--- src/rtl/las_pkg.sv ---
// Package for the lock actuator sequencer: payload structs, codes and widths.
// Used by rtl/lock_actuator_sequencer_unit.sv and the bench; depends on nothing else.
package las_pkg;

    // field and register widths
    localparam int unsigned FORCE_W  = 10;
    localparam int unsigned TMO_W    = 15;
    localparam int unsigned PERIOD_W = 8;
    localparam int unsigned TIME_W   = 17;
    localparam int unsigned RTIME_W  = 18;
    localparam int unsigned CFG_IDX_W  = 3;
    localparam int unsigned CFG_DATA_W = 15;

    // command codes
    localparam logic [1:0] CMD_TICK  = 2'd0;
    localparam logic [1:0] CMD_FWD   = 2'd1;
    localparam logic [1:0] CMD_BWD   = 2'd2;
    localparam logic [1:0] CMD_NONE  = 2'd3;

    // travel direction codes, same values as the start commands
    localparam logic [1:0] DIR_IDLE = 2'd0;
    localparam logic [1:0] DIR_FWD  = 2'd1;
    localparam logic [1:0] DIR_BWD  = 2'd2;

    // status codes
    localparam logic [2:0] ST_NONE     = 3'd0;
    localparam logic [2:0] ST_FWD      = 3'd1;
    localparam logic [2:0] ST_BWD      = 3'd2;
    localparam logic [2:0] ST_LOCKED   = 3'd3;
    localparam logic [2:0] ST_UNLOCKED = 3'd4;
    localparam logic [2:0] ST_ERROR    = 3'd5;
    localparam logic [2:0] ST_CALIB    = 3'd6;

    // configuration register indexes
    localparam logic [CFG_IDX_W-1:0] CFG_FWD_THRESH  = 3'd0;
    localparam logic [CFG_IDX_W-1:0] CFG_BWD_THRESH  = 3'd1;
    localparam logic [CFG_IDX_W-1:0] CFG_TRAVEL_TMO  = 3'd2;
    localparam logic [CFG_IDX_W-1:0] CFG_CENTRE_TMO  = 3'd3;
    localparam logic [CFG_IDX_W-1:0] CFG_NORM_PERIOD = 3'd4;
    localparam logic [CFG_IDX_W-1:0] CFG_CAL_PERIOD  = 3'd5;

    // configuration reset values
    localparam logic [FORCE_W-1:0]  FWD_THRESH_RST  = 10'd465;
    localparam logic [FORCE_W-1:0]  BWD_THRESH_RST  = 10'd465;
    localparam logic [TMO_W-1:0]    TRAVEL_TMO_RST  = 15'd3000;
    localparam logic [TMO_W-1:0]    CENTRE_TMO_RST  = 15'd3000;
    localparam logic [PERIOD_W-1:0] NORM_PERIOD_RST = 8'd100;
    localparam logic [PERIOD_W-1:0] CAL_PERIOD_RST  = 8'd10;

    // calibration phase
    typedef enum logic [2:0] {
        CAL_IDLE    = 3'b001,
        CAL_LEG_ONE = 3'b010,
        CAL_LEG_TWO = 3'b100
    } cal_phase_t;

    // return phase: start codes exist only within one item's update
    typedef enum logic [4:0] {
        RET_IDLE      = 5'b00001,
        RET_START_FWD = 5'b00010,
        RET_START_BWD = 5'b00100,
        RET_RUN_FWD   = 5'b01000,
        RET_RUN_BWD   = 5'b10000
    } ret_phase_t;

    // request payloads
    typedef struct packed {
        logic [1:0]         cmd;
        logic [FORCE_W-1:0] force_sample;
        logic               centre_seen;
    } las_in_t;

    typedef struct packed {
        logic                drive_forward;
        logic                drive_backward;
        logic                indicator;
        logic [2:0]          status;
        logic [PERIOD_W-1:0] period_now;
    } las_out_t;

endpackage

--- src/rtl/lock_actuator_sequencer_unit.sv ---
// Lock actuator sequencer top level: input stage, per-item update, result stage.
// Depends on rtl/las_pkg.sv for payload structs, codes and widths.
//
//  channel | signals                                   | direction
//  --------+-------------------------------------------+-----------
//  in      | in_valid, in_ready, in_data               | request in
//  out     | out_valid, out_ready, out_data            | result out
//  cfg     | cfg_valid, cfg_ready, cfg_index, cfg_data | register write in
//
// One request enters the input register per cycle while the output is not stalled;
// its result passes the update stage into the output register, raising out_valid.
// Throughput is one request per cycle without output stalls, set by the single
// update stage that reads and writes the sequencer state in the same cycle.
// Reset restores state, config and valid flags at once (no sweep), not the data regs.
// A stalled output holds the update stage, which in turn holds the input register.
module lock_actuator_sequencer_unit (
    input  logic                                clk,
    input  logic                                rst_n,
    input  logic                                in_valid,
    output logic                                in_ready,
    input  las_pkg::las_in_t                    in_data,
    output logic                                out_valid,
    input  logic                                out_ready,
    output las_pkg::las_out_t                   out_data,
    input  logic                                cfg_valid,
    output logic                                cfg_ready,
    input  logic [las_pkg::CFG_IDX_W-1:0]       cfg_index,
    input  logic [las_pkg::CFG_DATA_W-1:0]      cfg_data
);
    import las_pkg::*;

    // configuration registers
    logic [FORCE_W-1:0]  fwd_thresh_reg;
    logic [FORCE_W-1:0]  bwd_thresh_reg;
    logic [TMO_W-1:0]    travel_tmo_reg;
    logic [TMO_W-1:0]    centre_tmo_reg;
    logic [PERIOD_W-1:0] norm_period_reg;
    logic [PERIOD_W-1:0] cal_period_reg;

    // pipeline registers
    logic     in_valid_reg;
    las_in_t  in_item_reg;
    logic     out_valid_reg;
    las_out_t out_data_reg;
    logic     stage_fire;

    // sequencer state
    logic [1:0]                direction_reg,   direction_next;
    logic                      pending_reg,     pending_next;
    cal_phase_t                cal_phase_reg,   cal_phase_next;
    ret_phase_t                ret_phase_reg,   ret_phase_next;
    logic [TIME_W-1:0]         travel_time_reg, travel_time_next;
    logic [TIME_W-1:0]         cal_one_reg,     cal_one_next;
    logic [TIME_W-1:0]         cal_two_reg,     cal_two_next;
    logic signed [RTIME_W-1:0] ret_time_reg,    ret_time_next;
    logic [PERIOD_W-1:0]       tick_period_reg, tick_period_next;
    logic [1:0]                motor_reg,       motor_next;
    logic                      locked_reg,      locked_next;
    logic [2:0]                status_reg,      status_next;

    // saturating add of a period to a 17-bit time
    function automatic logic [TIME_W-1:0] add_sat(input logic [TIME_W-1:0] a,
                                                   input logic [PERIOD_W-1:0] b);
        logic [TIME_W:0] sum;
        begin
            sum = {1'b0, a} + {{(TIME_W+1-PERIOD_W){1'b0}}, b};
            add_sat = sum[TIME_W] ? {TIME_W{1'b1}} : sum[TIME_W-1:0];
        end
    endfunction

    // handshakes
    assign stage_fire = in_valid_reg && (!out_valid_reg || out_ready);
    assign in_ready   = !in_valid_reg || stage_fire;
    assign cfg_ready  = 1'b1;
    assign out_valid  = out_valid_reg;
    assign out_data   = out_data_reg;

    // configuration writes
    always_ff @(posedge clk or negedge rst_n)
    begin
        if (!rst_n)
        begin
            fwd_thresh_reg  <= FWD_THRESH_RST;
            bwd_thresh_reg  <= BWD_THRESH_RST;
            travel_tmo_reg  <= TRAVEL_TMO_RST;
            centre_tmo_reg  <= CENTRE_TMO_RST;
            norm_period_reg <= NORM_PERIOD_RST;
            cal_period_reg  <= CAL_PERIOD_RST;
        end
        else if (cfg_valid)
        begin
            unique case (cfg_index)
                CFG_FWD_THRESH:  fwd_thresh_reg  <= cfg_data[FORCE_W-1:0];
                CFG_BWD_THRESH:  bwd_thresh_reg  <= cfg_data[FORCE_W-1:0];
                CFG_TRAVEL_TMO:  travel_tmo_reg  <= cfg_data[TMO_W-1:0];
                CFG_CENTRE_TMO:  centre_tmo_reg  <= cfg_data[TMO_W-1:0];
                CFG_NORM_PERIOD: norm_period_reg <= cfg_data[PERIOD_W-1:0];
                CFG_CAL_PERIOD:  cal_period_reg  <= cfg_data[PERIOD_W-1:0];
                default: ;
            endcase
        end
    end

    // input register
    always_ff @(posedge clk or negedge rst_n)
    begin
        if (!rst_n)
        begin
            in_valid_reg <= 1'b0;
        end
        else if (in_ready)
        begin
            in_valid_reg <= in_valid;
        end
    end

    always_ff @(posedge clk)
    begin
        if (in_valid && in_ready)
        begin
            in_item_reg <= in_data;
        end
    end

    // per-item state update
    always_comb
    begin
        logic [TIME_W:0]         two_tmo;
        logic signed [RTIME_W:0] ret_diff;
        logic                    ret_done;

        direction_next   = direction_reg;
        pending_next     = pending_reg;
        cal_phase_next   = cal_phase_reg;
        ret_phase_next   = ret_phase_reg;
        travel_time_next = travel_time_reg;
        cal_one_next     = cal_one_reg;
        cal_two_next     = cal_two_reg;
        ret_time_next    = ret_time_reg;
        tick_period_next = tick_period_reg;
        motor_next       = motor_reg;
        locked_next      = locked_reg;
        status_next      = status_reg;
        two_tmo          = {2'b00, centre_tmo_reg, 1'b0};
        ret_diff         = '0;
        ret_done         = 1'b0;

        if (in_item_reg.cmd == CMD_FWD || in_item_reg.cmd == CMD_BWD)
        begin
            // start request arms the centre check
            pending_next   = 1'b1;
            direction_next = in_item_reg.cmd;
            status_next    = (in_item_reg.cmd == CMD_FWD) ? ST_FWD : ST_BWD;
        end
        else if (in_item_reg.cmd == CMD_TICK)
        begin
            if (direction_reg != DIR_IDLE)
            begin
                if (pending_reg)
                begin
                    if (in_item_reg.centre_seen)
                    begin
                        // centre confirmed: drive the chosen motor
                        pending_next     = 1'b0;
                        tick_period_next = norm_period_reg;
                        if (cal_phase_reg != CAL_IDLE)
                        begin
                            motor_next     = 2'b00;
                            cal_phase_next = CAL_IDLE;
                            cal_one_next   = '0;
                            cal_two_next   = '0;
                            status_next    = (direction_reg == DIR_FWD) ? ST_FWD : ST_BWD;
                        end
                        motor_next = motor_next |
                                     ((direction_reg == DIR_FWD) ? 2'b01 : 2'b10);
                    end
                    else
                    begin
                        // calibration legs
                        if (cal_phase_next == CAL_IDLE)
                        begin
                            status_next      = ST_CALIB;
                            tick_period_next = cal_period_reg;
                            motor_next       = 2'b01;
                            cal_phase_next   = CAL_LEG_ONE;
                            cal_one_next     = '0;
                            cal_two_next     = '0;
                        end
                        if (cal_phase_next == CAL_LEG_ONE)
                        begin
                            cal_one_next = add_sat(cal_one_next, tick_period_next);
                            if (cal_one_next > {2'b00, centre_tmo_reg})
                            begin
                                cal_phase_next = CAL_LEG_TWO;
                                motor_next     = 2'b10;
                            end
                        end
                        if (cal_phase_next == CAL_LEG_TWO)
                        begin
                            cal_two_next = add_sat(cal_two_next, tick_period_next);
                            if ({1'b0, cal_two_next} > two_tmo)
                            begin
                                cal_phase_next = CAL_IDLE;
                                motor_next     = 2'b00;
                                status_next    = ST_ERROR;
                                direction_next = DIR_IDLE;
                            end
                        end
                    end
                end
                else
                begin
                    // travel: force stop
                    if (direction_reg == DIR_FWD &&
                        in_item_reg.force_sample > fwd_thresh_reg)
                    begin
                        locked_next      = 1'b1;
                        motor_next[0]    = 1'b0;
                        status_next      = ST_LOCKED;
                        ret_phase_next   = RET_START_BWD;
                        direction_next   = DIR_IDLE;
                        ret_time_next    = {1'b0, travel_time_reg};
                        travel_time_next = '0;
                    end
                    else if (direction_reg == DIR_BWD &&
                             in_item_reg.force_sample > bwd_thresh_reg)
                    begin
                        locked_next      = 1'b0;
                        motor_next[1]    = 1'b0;
                        status_next      = ST_UNLOCKED;
                        ret_phase_next   = RET_START_FWD;
                        direction_next   = DIR_IDLE;
                        ret_time_next    = {1'b0, travel_time_reg};
                        travel_time_next = '0;
                    end
                    // travel clock and timeout
                    travel_time_next = add_sat(travel_time_next, tick_period_reg);
                    if (direction_next != DIR_IDLE &&
                        travel_time_next >= {2'b00, travel_tmo_reg})
                    begin
                        motor_next       = 2'b00;
                        status_next      = ST_ERROR;
                        ret_phase_next   = (direction_next == DIR_FWD) ?
                                           RET_START_BWD : RET_START_FWD;
                        direction_next   = DIR_IDLE;
                        ret_time_next    = {1'b0, travel_time_next};
                        travel_time_next = '0;
                    end
                end
            end

            // return with the opposite motor
            if (ret_phase_next != RET_IDLE)
            begin
                if (ret_phase_next == RET_START_FWD)
                begin
                    motor_next[0]  = 1'b1;
                    ret_phase_next = RET_RUN_FWD;
                end
                if (ret_phase_next == RET_START_BWD)
                begin
                    motor_next[1]  = 1'b1;
                    ret_phase_next = RET_RUN_BWD;
                end
                ret_done = in_item_reg.centre_seen || ret_time_next[RTIME_W-1] ||
                           (ret_time_next == '0);
                if (ret_phase_next == RET_RUN_FWD && ret_done)
                begin
                    motor_next[0]  = 1'b0;
                    ret_phase_next = RET_IDLE;
                    ret_time_next  = '0;
                end
                if (ret_phase_next == RET_RUN_BWD && ret_done)
                begin
                    motor_next[1]  = 1'b0;
                    ret_phase_next = RET_IDLE;
                    ret_time_next  = '0;
                end
                if (ret_phase_next != RET_IDLE &&
                    (ret_time_next[RTIME_W-1] || ret_time_next == '0))
                begin
                    motor_next     = 2'b00;
                    status_next    = ST_ERROR;
                    ret_phase_next = RET_IDLE;
                    ret_time_next  = '0;
                end
                // return clock, saturating at the 18-bit limits
                ret_diff = {ret_time_next[RTIME_W-1], ret_time_next} -
                           $signed({{(RTIME_W+1-PERIOD_W){1'b0}}, tick_period_next});
                if (ret_diff[RTIME_W] && !ret_diff[RTIME_W-1])
                begin
                    ret_time_next = {1'b1, {(RTIME_W-1){1'b0}}};
                end
                else if (!ret_diff[RTIME_W] && ret_diff[RTIME_W-1])
                begin
                    ret_time_next = {1'b0, {(RTIME_W-1){1'b1}}};
                end
                else
                begin
                    ret_time_next = ret_diff[RTIME_W-1:0];
                end
            end
        end
    end

    // state registers
    always_ff @(posedge clk or negedge rst_n)
    begin
        if (!rst_n)
        begin
            direction_reg   <= DIR_IDLE;
            pending_reg     <= 1'b0;
            cal_phase_reg   <= CAL_IDLE;
            ret_phase_reg   <= RET_IDLE;
            travel_time_reg <= '0;
            cal_one_reg     <= '0;
            cal_two_reg     <= '0;
            ret_time_reg    <= '0;
            tick_period_reg <= NORM_PERIOD_RST;
            motor_reg       <= 2'b00;
            locked_reg      <= 1'b0;
            status_reg      <= ST_UNLOCKED;
        end
        else if (stage_fire)
        begin
            direction_reg   <= direction_next;
            pending_reg     <= pending_next;
            cal_phase_reg   <= cal_phase_next;
            ret_phase_reg   <= ret_phase_next;
            travel_time_reg <= travel_time_next;
            cal_one_reg     <= cal_one_next;
            cal_two_reg     <= cal_two_next;
            ret_time_reg    <= ret_time_next;
            tick_period_reg <= tick_period_next;
            motor_reg       <= motor_next;
            locked_reg      <= locked_next;
            status_reg      <= status_next;
        end
    end

    // result register
    always_ff @(posedge clk or negedge rst_n)
    begin
        if (!rst_n)
        begin
            out_valid_reg <= 1'b0;
        end
        else if (stage_fire)
        begin
            out_valid_reg <= 1'b1;
        end
        else if (out_ready)
        begin
            out_valid_reg <= 1'b0;
        end
    end

    always_ff @(posedge clk)
    begin
        if (stage_fire)
        begin
            out_data_reg.drive_forward  <= motor_next[0];
            out_data_reg.drive_backward <= motor_next[1];
            out_data_reg.indicator      <= locked_next;
            out_data_reg.status         <= status_next;
            out_data_reg.period_now     <= tick_period_next;
        end
    end

`ifndef NO_ASSERTIONS
    // an updated item always lands in the result register
    a_fire_gives_result: assert property (@(posedge clk) disable iff (!rst_n)
        stage_fire |=> out_valid_reg)
        else $error("update stage fired without a result");

    // calibration only runs while the centre check is armed
    a_cal_needs_pending: assert property (@(posedge clk) disable iff (!rst_n)
        (cal_phase_reg != CAL_IDLE) |-> pending_reg)
        else $error("calibrating without a pending centre check");

    // return start codes are resolved within the same update
    a_ret_no_start: assert property (@(posedge clk) disable iff (!rst_n)
        (ret_phase_reg != RET_START_FWD) && (ret_phase_reg != RET_START_BWD))
        else $error("return start code left in state");

    // a stalled output holds the input stage
    a_stall_holds_input: assert property (@(posedge clk) disable iff (!rst_n)
        (in_valid_reg && out_valid_reg && !out_ready) |=> (in_valid_reg && $stable(in_item_reg)))
        else $error("input stage changed under a stalled output");
`endif

endmodule

--- config.mk ---
export PLATFORM = sky130hd
export DESIGN_NAME = lock_actuator_sequencer_unit
export DESIGN_NICKNAME = d
export VERILOG_FILES = /design/src/rtl/las_pkg.sv /design/src/rtl/lock_actuator_sequencer_unit.sv
export SDC_FILE = /design/constraint.sdc
export NUM_CORES = 1
export LEC_CHECK = 0
export BUFFER_PORTS_ARGS = -buffer_cell sky130_fd_sc_hd__buf_2
export CAP_MARGIN = 0
export CORE_ASPECT_RATIO = 1.25
export CORE_UTILIZATION = 63
export CTS_CLUSTER_SIZE = 14
export DETAILED_ROUTE_END_ITERATION = 10
export GPL_TIMING_DRIVEN = 0
export PLACE_DENSITY = 0.81
export SETUP_SLACK_MARGIN = 0.05
export SLEW_MARGIN = 0
export SYNTH_ARGS = -nofsm -noshare
export SYNTH_HDL_FRONTEND = slang
export SYNTH_SLANG_ARGS = --single-unit
export TNS_END_PERCENT = 10
--- constraint.sdc ---
create_clock -name clk -period 10.55 [get_ports clk]
set_clock_uncertainty 0.15 [all_clocks]
set_input_delay 1.055 -clock clk [delete_from_list [all_inputs] [get_ports clk]]
set_output_delay 1.055 -clock clk [all_outputs]
set_load 0.03 [all_outputs]
After elaboration in Yosys (flattened, before gate mapping)
Index checks and enable logic that the tools add are counted.
Widths: inputs -> output; s select.
{ "word_totals": {"romBits": 0, "latch_bits": 0, "output_inout_bits": 17, "inputBits": 36, "ram_bits": 0, "memories": 0, "ff_bits": 189} }
{ "op_classes": {"bitwise": 3, "n_eq_ne": 24, "div_mod_pow": 0, "reduce_logical": 40, "mul": 0, "n_mux": 172, "n_addsub": 4, "shift": 0, "n_lt_le_gt_ge": 5} }
{ "op_table": {"columns": ["op", "count"], "rows": [
  ["$mux 17", 27],
  ["$mux 18", 19],
  ["$mux 5", 25],
  ["$mux 8", 13],
  ["$mux 3", 32],
  ["$mux 2", 36],
  ["$add 17x8->18", 3],
  ["$logic_not 18->1", 2],
  ["$gt 10x10->1", 2],
  ["$mux 1", 20],
  ["$sub 18x9->19", 1],
  ["$ge 17x15->1", 1],
  ["$gt 17x15->1", 1],
  ["$gt 17x16->1", 1],
  ["$reduce_and 2->1", 6],
  ["$reduce_and 6->1", 2],
  ["$logic_and 1x1->1", 10],
  ["$ne 5x1->1 const B", 2],
  ["$reduce_bool 2->1", 5],
  ["$eq 3x2->1 const B", 3],
  ["$eq 3x3->1 const B", 3],
  ["$ne 3x1->1 const B", 3],
  ["$eq 2x1->1 const B", 3],
  ["$eq 3x1->1 const B", 2],
  ["other kinds (15)", 26]
]} }

Depth between registers and ports, before layout
Gate-level depths: netlist of the first run.
{ "logic_depth": {"word_depth": 52, "depth_mapped": 50, "ltp_nobuf": 45} }

Worst setup path after synthesis of the first run
Ideal clock, no wire load.
{ "synth_path": {"kind": "reg2reg", "start": "register bwd_thresh_reg[7]", "end": "register ret_time_reg[12]", "period_less_slack_ns": 9.526, "path_buffers": 4, "required_ns": 10.306, "setup_ns": 0.094, "slack_ns": 1.024, "path_stages_with_launch": 46, "arrival_ns": 9.282, "cell_sequence": "dfstp_2 -> inv_1 -> ha_1 -> a211oi_1 -> nor2_1 -> a2111o_1 -> nand3_1 -> clkbuf_1 -> clkbuf_1 -> and3_1 -> ha_1 -> o211ai_2 -> a211oi_2 -> o21ai_0 -> nor2_1 -> a31oi_1 -> ha_1 -> nor2_1 -> [10 not listed] -> a21o_1 -> buf_2 -> nand2b_1 -> inv_1 -> ha_1 -> nor2b_1 -> o21ai_0 -> nand2b_1 -> a21o_1 -> a21o_1 -> a21o_1 -> a21o_1 -> a21oi_1 -> o211ai_1 -> a211oi_4 -> or2b_1 -> nor2_1 -> a221oi_2"} }
{ "synth_via": {"elab_chain_len": 52} }
{ "synth_rtl": {"columns": ["item", "line", "source"], "rows": [
  ["start: declaration", "lock_actuator_sequencer_unit.sv:34", "logic [FORCE_W-1:0] bwd_thresh_reg;"],
  ["start signal: assignment", "lock_actuator_sequencer_unit.sv:94", "CFG_BWD_THRESH: bwd_thresh_reg <= cfg_data[FORCE_W-1:0];"],
  ["$gt 10x10->1 *", "lock_actuator_sequencer_unit.sv:226", "in_item_reg.force_sample > bwd_thresh_reg)"],
  ["$logic_and 1x1->1 *", "lock_actuator_sequencer_unit.sv:225", "else if (direction_reg == DIR_BWD &&"],
  ["$mux 17", "lock_actuator_sequencer_unit.sv:225", null],
  ["$mux 17", "lock_actuator_sequencer_unit.sv:214", "if (direction_reg == DIR_FWD &&"],
  ["$mux 17", "lock_actuator_sequencer_unit.sv:159", "if (pending_reg)"],
  ["$mux 17", "lock_actuator_sequencer_unit.sv:157", "if (direction_reg != DIR_IDLE)"],
  ["$mux 17", "lock_actuator_sequencer_unit.sv:155", "else if (in_item_reg.cmd == CMD_TICK)"],
  ["$mux 17", "lock_actuator_sequencer_unit.sv:148", "if (in_item_reg.cmd == CMD_FWD || in_item_reg.cmd == CMD_BWD)"],
  ["[36 not listed]", null, null],
  ["$mux 18", "lock_actuator_sequencer_unit.sv:155", null],
  ["$mux 18", "lock_actuator_sequencer_unit.sv:148", null],
  ["$sub 18x9->19", "lock_actuator_sequencer_unit.sv:288", "ret_diff = {ret_time_next[RTIME_W-1], ret_time_next} -"],
  ["$logic_not 1->1", "lock_actuator_sequencer_unit.sv:294", "else if (!ret_diff[RTIME_W] && ret_diff[RTIME_W-1])"],
  ["$logic_and 1x1->1", "lock_actuator_sequencer_unit.sv:294", null],
  ["$mux 18", "lock_actuator_sequencer_unit.sv:294", null],
  ["$mux 18", "lock_actuator_sequencer_unit.sv:290", "if (ret_diff[RTIME_W] && !ret_diff[RTIME_W-1])"],
  ["$mux 18 *", "lock_actuator_sequencer_unit.sv:253", "if (ret_phase_next != RET_IDLE)"],
  ["end signal: assignment", "lock_actuator_sequencer_unit.sv:333", "ret_time_reg <= ret_time_next;"],
  ["end: declaration", "lock_actuator_sequencer_unit.sv:55", "logic signed [RTIME_W-1:0] ret_time_reg, ret_time_next;"]
]} }
Mark *: on every way between the ends. The rest lies on a longest branch, timed or not. The select of a mux whose other input is x is not followed.
A chain may end at the register's enable or synchronous reset.

Worst setup path after layout of the first run
{ "layout_path": {"start": "register bwd_thresh_reg[8]", "end": "register ret_time_reg[12]"} }
Same word-level chain as after synthesis.

==> results of run 1 <==
cells by family (layout without fill, tap and decap cells):
| logic type | count (synthesis) | in the layout | synth area share (%) |
|---|---|---|---|
| buffers and inverters | 167 | 279 | 4.965 |
| flip-flops | 189 | 189 | 36.47 |
| XOR/XNOR | 34 | 34 | 2.213 |
| AO/OA/AOI/OAI | 487 | 487 | 24.02 |
| other | 1 | 1 | 0.02786 |
| AND/OR/NAND/NOR | 514 | 515 | 18.25 |
| multiplexers | 51 | 51 | 4.156 |
| adder cells (fa/ha/maj) | 104 | 104 | 9.892 |
placed cells by master (no fill, tap or decap), drive strengths merged, types with 35 or more instances in the layout:
master    n
inv      99
ha      100
mux2     39
buf      98
nand2   215
o21ai   170
dfrtp   127
nand3    39
clkbuf   73
a21oi    88
dfstp    35
nor2     94
where the power goes:
group,leakage [nW],switching (mW),total [mW],internal (mW)
sequential,2.26,0.146,1.07,0.921
clock,0.294,0.336,0.677,0.341
combinational,4.18,1.32,2.18,0.857
stage by stage:
step                hold slack, ns  power, mW  setup slack (ns)  utilization, %
floorplan                   0.2963      2.440             1.024               -
global placement            0.3111      2.922           -0.9518           67.23
detailed placement          0.3278      2.962            -1.092           67.41
CTS                         0.3491      3.701           0.08312           71.11
global route                0.3683      4.148           0.01787           73.07
finish                      0.3477      3.920            0.4344           73.07
timing repair:
action / 4_1_cts / 5_1_grt
cloned: 0 / 1
setup buffers: 5 / 26
pin swaps: 5 / 27
endpoints found under the setup margin: 18 / 18
resized for setup: 28 / 48
worst max path at each step:
stage | slack [ns] | end | depth (start not counted)
after detailed placement | -1.09 | ret_time_reg[12] | 47
after CTS | 0.08 | ret_time_reg[13] | 44
after floorplan | 1.02 | ret_time_reg[12] | 45
after global routing | 0.02 | ret_time_reg[12] | 48
final | 0.43 | ret_time_reg[12] | 46
after global placement | -0.95 | ret_time_reg[12] | 46
per-layer routing:
layer | track usage, % | routed length, um | vias to the layer above
met1 | 44.84 | 15910 | 6066
met2 | 69.98 | 20990 | 661
met5 | 0 | 0 | -
met3 | 5.220 | 2866 | 199
met4 | 27.90 | 3094 | 0
li1 | - | - | 5792
cell type report:
cell class / instances / area share (%)
Timing Repair Buffer: 81 / 3.377
Clock inverter: 14 / 1.156
Tap cell: 274 / 2.246
Clock buffer: 18 / 2.811
Buffer: 72 / 2.180
Inverter: 94 / 2.311
Sequential cell: 189 / 32.16
Multi-Input combinational cell: 1192 / 53.76
==> results.py, run 1 <==
metrics = {
    "outcome": {
        "outcome": "finished clean",
    },
    "routing": {
        "drt_wl_total_mm": 42.86,
        "final_antenna_net_count": 0,
        "drtPass1Iterations": 5,
        "viasPerCell": 6.576,
        "drc": 0,
        "drt-initial-drc-count": 1041,
        "num_vias": 12720,
        "detail_route.wl_per_cell_um": 22.16,
    },
    "die": {
        "start_util_pct": 64.42,
        "die_x_um": 132.7,
        "rows": 59,
        "die_h_um": 165.4,
        "io_pins": 53,
        "die_area_um2": 21950,
        "coreArea_um2": 20890,
    },
    "flow_run": {
        "cap_violations": 0,
    },
    "worst_setup_path": {
        "cp_data_arrival_time_ns": 10.32,
        "startpoint_type": "register",
        "r2r-start": "bwd_thresh_reg[8]",
        "worstSetupEndpointType": "register",
        "reg2reg_depth": 46,
        "rrSetupSlack_ns": 0.43,
        "cpPeakStageDelay_ns": 0.53,
        "crit_slowest_cell": "or4_4",
        "setup.worst_path.start": "bwd_thresh_reg[8]",
        "worst-path-buf-inv": 7,
        "critPathKind": "reg -> reg",
        "crit_required_ns": 10.76,
        "crit_top_cell": "a21o_1",
        "rr_endpoint": "ret_time_reg[12]",
        "crit_path_max_fanout": 10,
        "critical-path-top-delay-family": "compound AO/OA/AOI/OAI gates",
    },
    "synthesis": {
        "syn_inst": 1547,
        "synth_nets": 1687,
        "synth.yosys.seq_area_share_pct": 36.47,
        "synth_area_leaders": "dfrtp_1 24%, ha_1 9.3%, dfstp_2 6.8%",
        "synthFlopType": "dfrtp_1",
        "ys_ff_latch": 189,
        "syn_area_per_cell_um2": 8.699,
        "yosysMostFrequentCell": "nand2_1",
        "synth_top_area_cell": "dfrtp_1",
        "synthDominantCellAreaShare_pct": 23.61,
        "synth.distinct_cells": 96,
        "yosysWarnings": 0,
        "synth_common_cells": "215 x nand2_1, 161 x o21ai_0, 127 x dfrtp_1",
        "async_flop_share_pct": 85.71,
        "syn_area_um2": 13460,
        "synth_edf_count": 27,
    },
    "min_path": {
        "hold_path_class": "reg -> reg",
        "whs_path_depth": 1,
        "min_to": "cal_two_reg[7]",
        "hp-start": "cal_two_reg[7]",
    },
    "timing": {
        "period_minus_slack_ns": 10.12,
        "slew_headroom_pct": 16.42,
        "setup_viol": 0,
        "final.setup.tns_ns": 0,
        "fmax_ghz": 0.09886,
        "rsz0062_at_grt": "false",
        "drv_slew": 0,
        "hold_viol": 0,
        "post-route-period-util_pct": 95.88,
        "worst_pin_slew_ns": 1.244,
    },
    "placed_design": {
        "place_congestion": 0.9888,
        "hpwl_mm": 31.65,
        "placed_area_um2": 14080,
        "port_buffers": 49,
        "dp.cells": 1871,
    },
    "global_routing": {
        "grt_pass1_vias": 12570,
        "grt_antenna_before_repair": 0,
        "grt_pass1_wl_mm": 66.65,
        "grt_max_degree": 86,
        "grtUsageTotal_pct": 39.69,
        "grt-ovfl-total": 0,
    },
    "cts": {
        "clk_latency_ns": 0.45,
        "cts_buffers": 17,
        "cts_root_buffer": "clkbuf_16",
        "clock_sinks": 189,
        "cts_hold_buf": 0,
        "htreeDepth": 4,
        "cts_tree": "yes",
        "cts_buffer_depth": 2,
        "path_clk_slew_ns": 0.08,
    },
    "finish": {
        "largest_register_ffs": 18,
        "ff_latch_area_um2": 4908,
        "drive_above_1_share_pct": 16.99,
        "stdcell_count": 1934,
        "fillerInstances": 1584,
        "area_growth_pct": 13.42,
        "design_area_um2": 15260,
        "final_nets": 1787,
        "diodes": 0,
        "multi_input_area_um2": 8207,
    },
    "pwr": {
        "leakagePower_nw": 6.731,
        "cellPowerDensity_nw_per_um2": 256.8,
        "ir_drop_mv": 0.1862,
    },
}
(Power assumes the default switching activity.)
==> run 2, diff against run 1 <==
--- a/config.mk
+++ b/config.mk
@@ -7,7 +7,6 @@
 export LEC_CHECK = 0
 export BUFFER_PORTS_ARGS = -buffer_cell sky130_fd_sc_hd__buf_2
 export CAP_MARGIN = 0
-export CORE_ASPECT_RATIO = 1.25
 export CORE_UTILIZATION = 63
 export CTS_CLUSTER_SIZE = 14
 export DETAILED_ROUTE_END_ITERATION = 10
==> run 2 against run 1 <==
Critical endpoint unchanged. Critical path depth increased by 1. Via count increased by 1.6%. Cell count increased by 0.41%. Non-clock buffer count increased by 8. Core utilization increased by 0.36 points. First-iteration DRC count increased by 28%.
==> results.py, run 2 (synthesis gave the netlist of run 1 again) <==
metrics = {
    "global_routing": {
        "grt-ovfl-total": 0,
        "grt_use_met3_pct": 7.914,
        "grt_antenna_before_repair": 0,
        "grt_max_degree": 85,
        "met2_usage_pct": 63.80,
        "grt_util_met1_pct": 53.60,
        "grtUsageTotal_pct": 40.50,
        "busiest_layer": "met2",
        "grt_pass1_vias": 12090,
        "grt_pass1_wl_mm": 67.74,
    },
    "worst_setup_path": {
        "worstSetupEndpointType": "register",
        "crit_path_max_fanout": 10,
        "rrSetupSlack_ns": 0.30,
        "reg2reg_depth": 47,
        "rr_endpoint": "ret_time_reg[12]",
        "crit_required_ns": 10.76,
        "setup.worst_path.start": "bwd_thresh_reg[8]",
        "crit_slowest_cell": "dfstp_2",
        "r2r-start": "bwd_thresh_reg[8]",
        "cp_data_arrival_time_ns": 10.47,
        "cpPeakStageDelay_ns": 0.53,
        "startpoint_type": "register",
        "crit_top_cell": "a21o_1",
        "critPathKind": "reg -> reg",
    },
    "pwr": {
        "ir_drop_mv": 0.1535,
        "internal_power_mw": 2.123,
        "cellPowerDensity_nw_per_um2": 261.4,
        "combPwrFrac_pct": 56.2,
        "seq_power_share_pct": 26.4,
        "leakagePower_nw": 6.787,
        "p_sw_mw": 1.899,
        "swShare_pct": 47.22,
        "total_power_mw": 4.022,
        "clkPwrFrac_pct": 17.4,
    },
    "placed_design": {
        "hpwl_mm": 31.34,
        "place_congestion": 0.9888,
        "dp_slack_ns": -1.686,
        "port_buffers": 49,
        "dp.cells": 1872,
    },
    "min_path": {
        "min_to": "cal_two_reg[1]",
        "hold_path_class": "reg -> reg",
        "whs_path_depth": 1,
        "hp-start": "cal_two_reg[1]",
    },
    "cts": {
        "cts_tree": "yes",
        "clock_sinks": 189,
        "cts_buffer_depth": 2,
        "htreeDepth": 4,
        "cts_root_buffer": "clkbuf_16",
        "path_clk_slew_ns": 0.09,
        "cts_buffers": 17,
        "clk_latency_ns": 0.46,
    },
    "finish": {
        "area_growth_pct": 14.34,
        "layout_common_cells": "211 x nand2_1, 153 x o21ai_0, 127 x dfrtp_1, 97 x ha_1",
        "layout_commonest_cell": "nand2_1",
        "final_util_pct": 73.43,
        "diodes": 0,
        "fillerInstances": 1618,
        "largest_register_ffs": 18,
        "stdcell_count": 1942,
        "final_nets": 1794,
        "drive_above_1_share_pct": 17.34,
    },
    "timing": {
        "fmax_ghz": 0.09755,
        "slew_headroom_pct": 17.82,
        "setup_ws_ns": 0.2984,
        "hold_viol": 0,
        "setup_viol": 0,
        "final.setup.tns_ns": 0,
        "worst_pin_slew_ns": 1.223,
        "drv_slew": 0,
        "post-route-period-util_pct": 97.17,
        "period_minus_slack_ns": 10.25,
    },
    "routing": {
        "drtPass1Iterations": 6,
        "drt_wl_total_mm": 43.89,
        "viasPerCell": 6.654,
        "detail_route.wl_per_cell_um": 22.60,
        "drc": 0,
        "drt-initial-drc-count": 1337,
        "num_vias": 12920,
        "final_antenna_net_count": 0,
    },
    "die": {
        "io_pins": 53,
        "die_h_um": 148.2,
        "die_area_um2": 21950,
        "rows": 53,
        "start_util_pct": 64.22,
        "coreArea_um2": 20960,
        "die_x_um": 148.2,
    },
    "flow_run": {
        "cap_violations": 0,
    },
    "outcome": {
        "outcome": "finished clean",
    },
}
run 2: power groups by stage:
stage | Sequential [mW] | Clock, mW | Combinational (mW)
2_1_floorplan | 1.03 | 0 | 1.41
3_3_place_gp | 1.05 | 0 | 1.87
3_5_place_dp | 1.06 | 0 | 1.92
4_1_cts | 1.05 | 0.697 | 2.03
5_1_grt | 1.08 | 0.728 | 2.42
6_report | 1.06 | 0.700 | 2.26
run 2: what timing repair did:
item                                    in CTS  in global routing
endpoints found under the setup margin      18                 18
resized for setup                           37                 53
pin swaps                                   12                 32
setup buffers                               12                 26
hold buffers                                 0                  0
run 2: routing by layer:
layer  share of wire (%)  routed length, um
met1                  40              17690
met2                  46              20030
met3                 9.1               3989
met4                 5.0               2176
met5                   0                  0
run 2: final cells by class:
cell class                      instances  area [um2]  area share (%)
Buffer                                 73       360.3           2.342
Clock buffer                           17       425.4           2.765
Clock inverter                         15       217.7           1.415
Inverter                               94       352.8           2.293
Multi-Input combinational cell       1191        8207           53.33
Sequential cell                       189        4908           31.90
Tap cell                              275       344.1           2.236
Timing Repair Buffer                   88       571.8           3.716
run 2: through the flow:
stage / instance area [um2] / hold WS, ns
detailed placement: 14080 / 0.3137
global route: 15390 / 0.3557
floorplan: 13460 / 0.2963
global placement: 14050 / 0.3112
CTS: 15010 / 0.3424
finish: 15390 / 0.3496
run 2: worst max-delay path by stage:
| stage | to | slack (ns) | cells past startpoint |
|---|---|---|---|
| after detailed placement | ret_time_reg[12] | -1.69 | 46 |
| after global placement | ret_time_reg[12] | -1.59 | 46 |
| after CTS | ret_time_reg[6] | 0.03 | 48 |
| after global routing | ret_time_reg[12] | -0.12 | 45 |
| after floorplan | ret_time_reg[12] | 1.02 | 45 |
| final | ret_time_reg[12] | 0.30 | 47 |
run 2: worst max-delay path: cells and delay by family (launching register included):
family | cells | cell delay (ns)
buffers and inverters | 8 | 1.03
adder cells (fa/ha/maj) | 4 | 1.18
AO/OA/AOI/OAI | 24 | 5.87
flip-flops | 1 | 0.53
AND/OR/NAND/NOR | 11 | 1.36
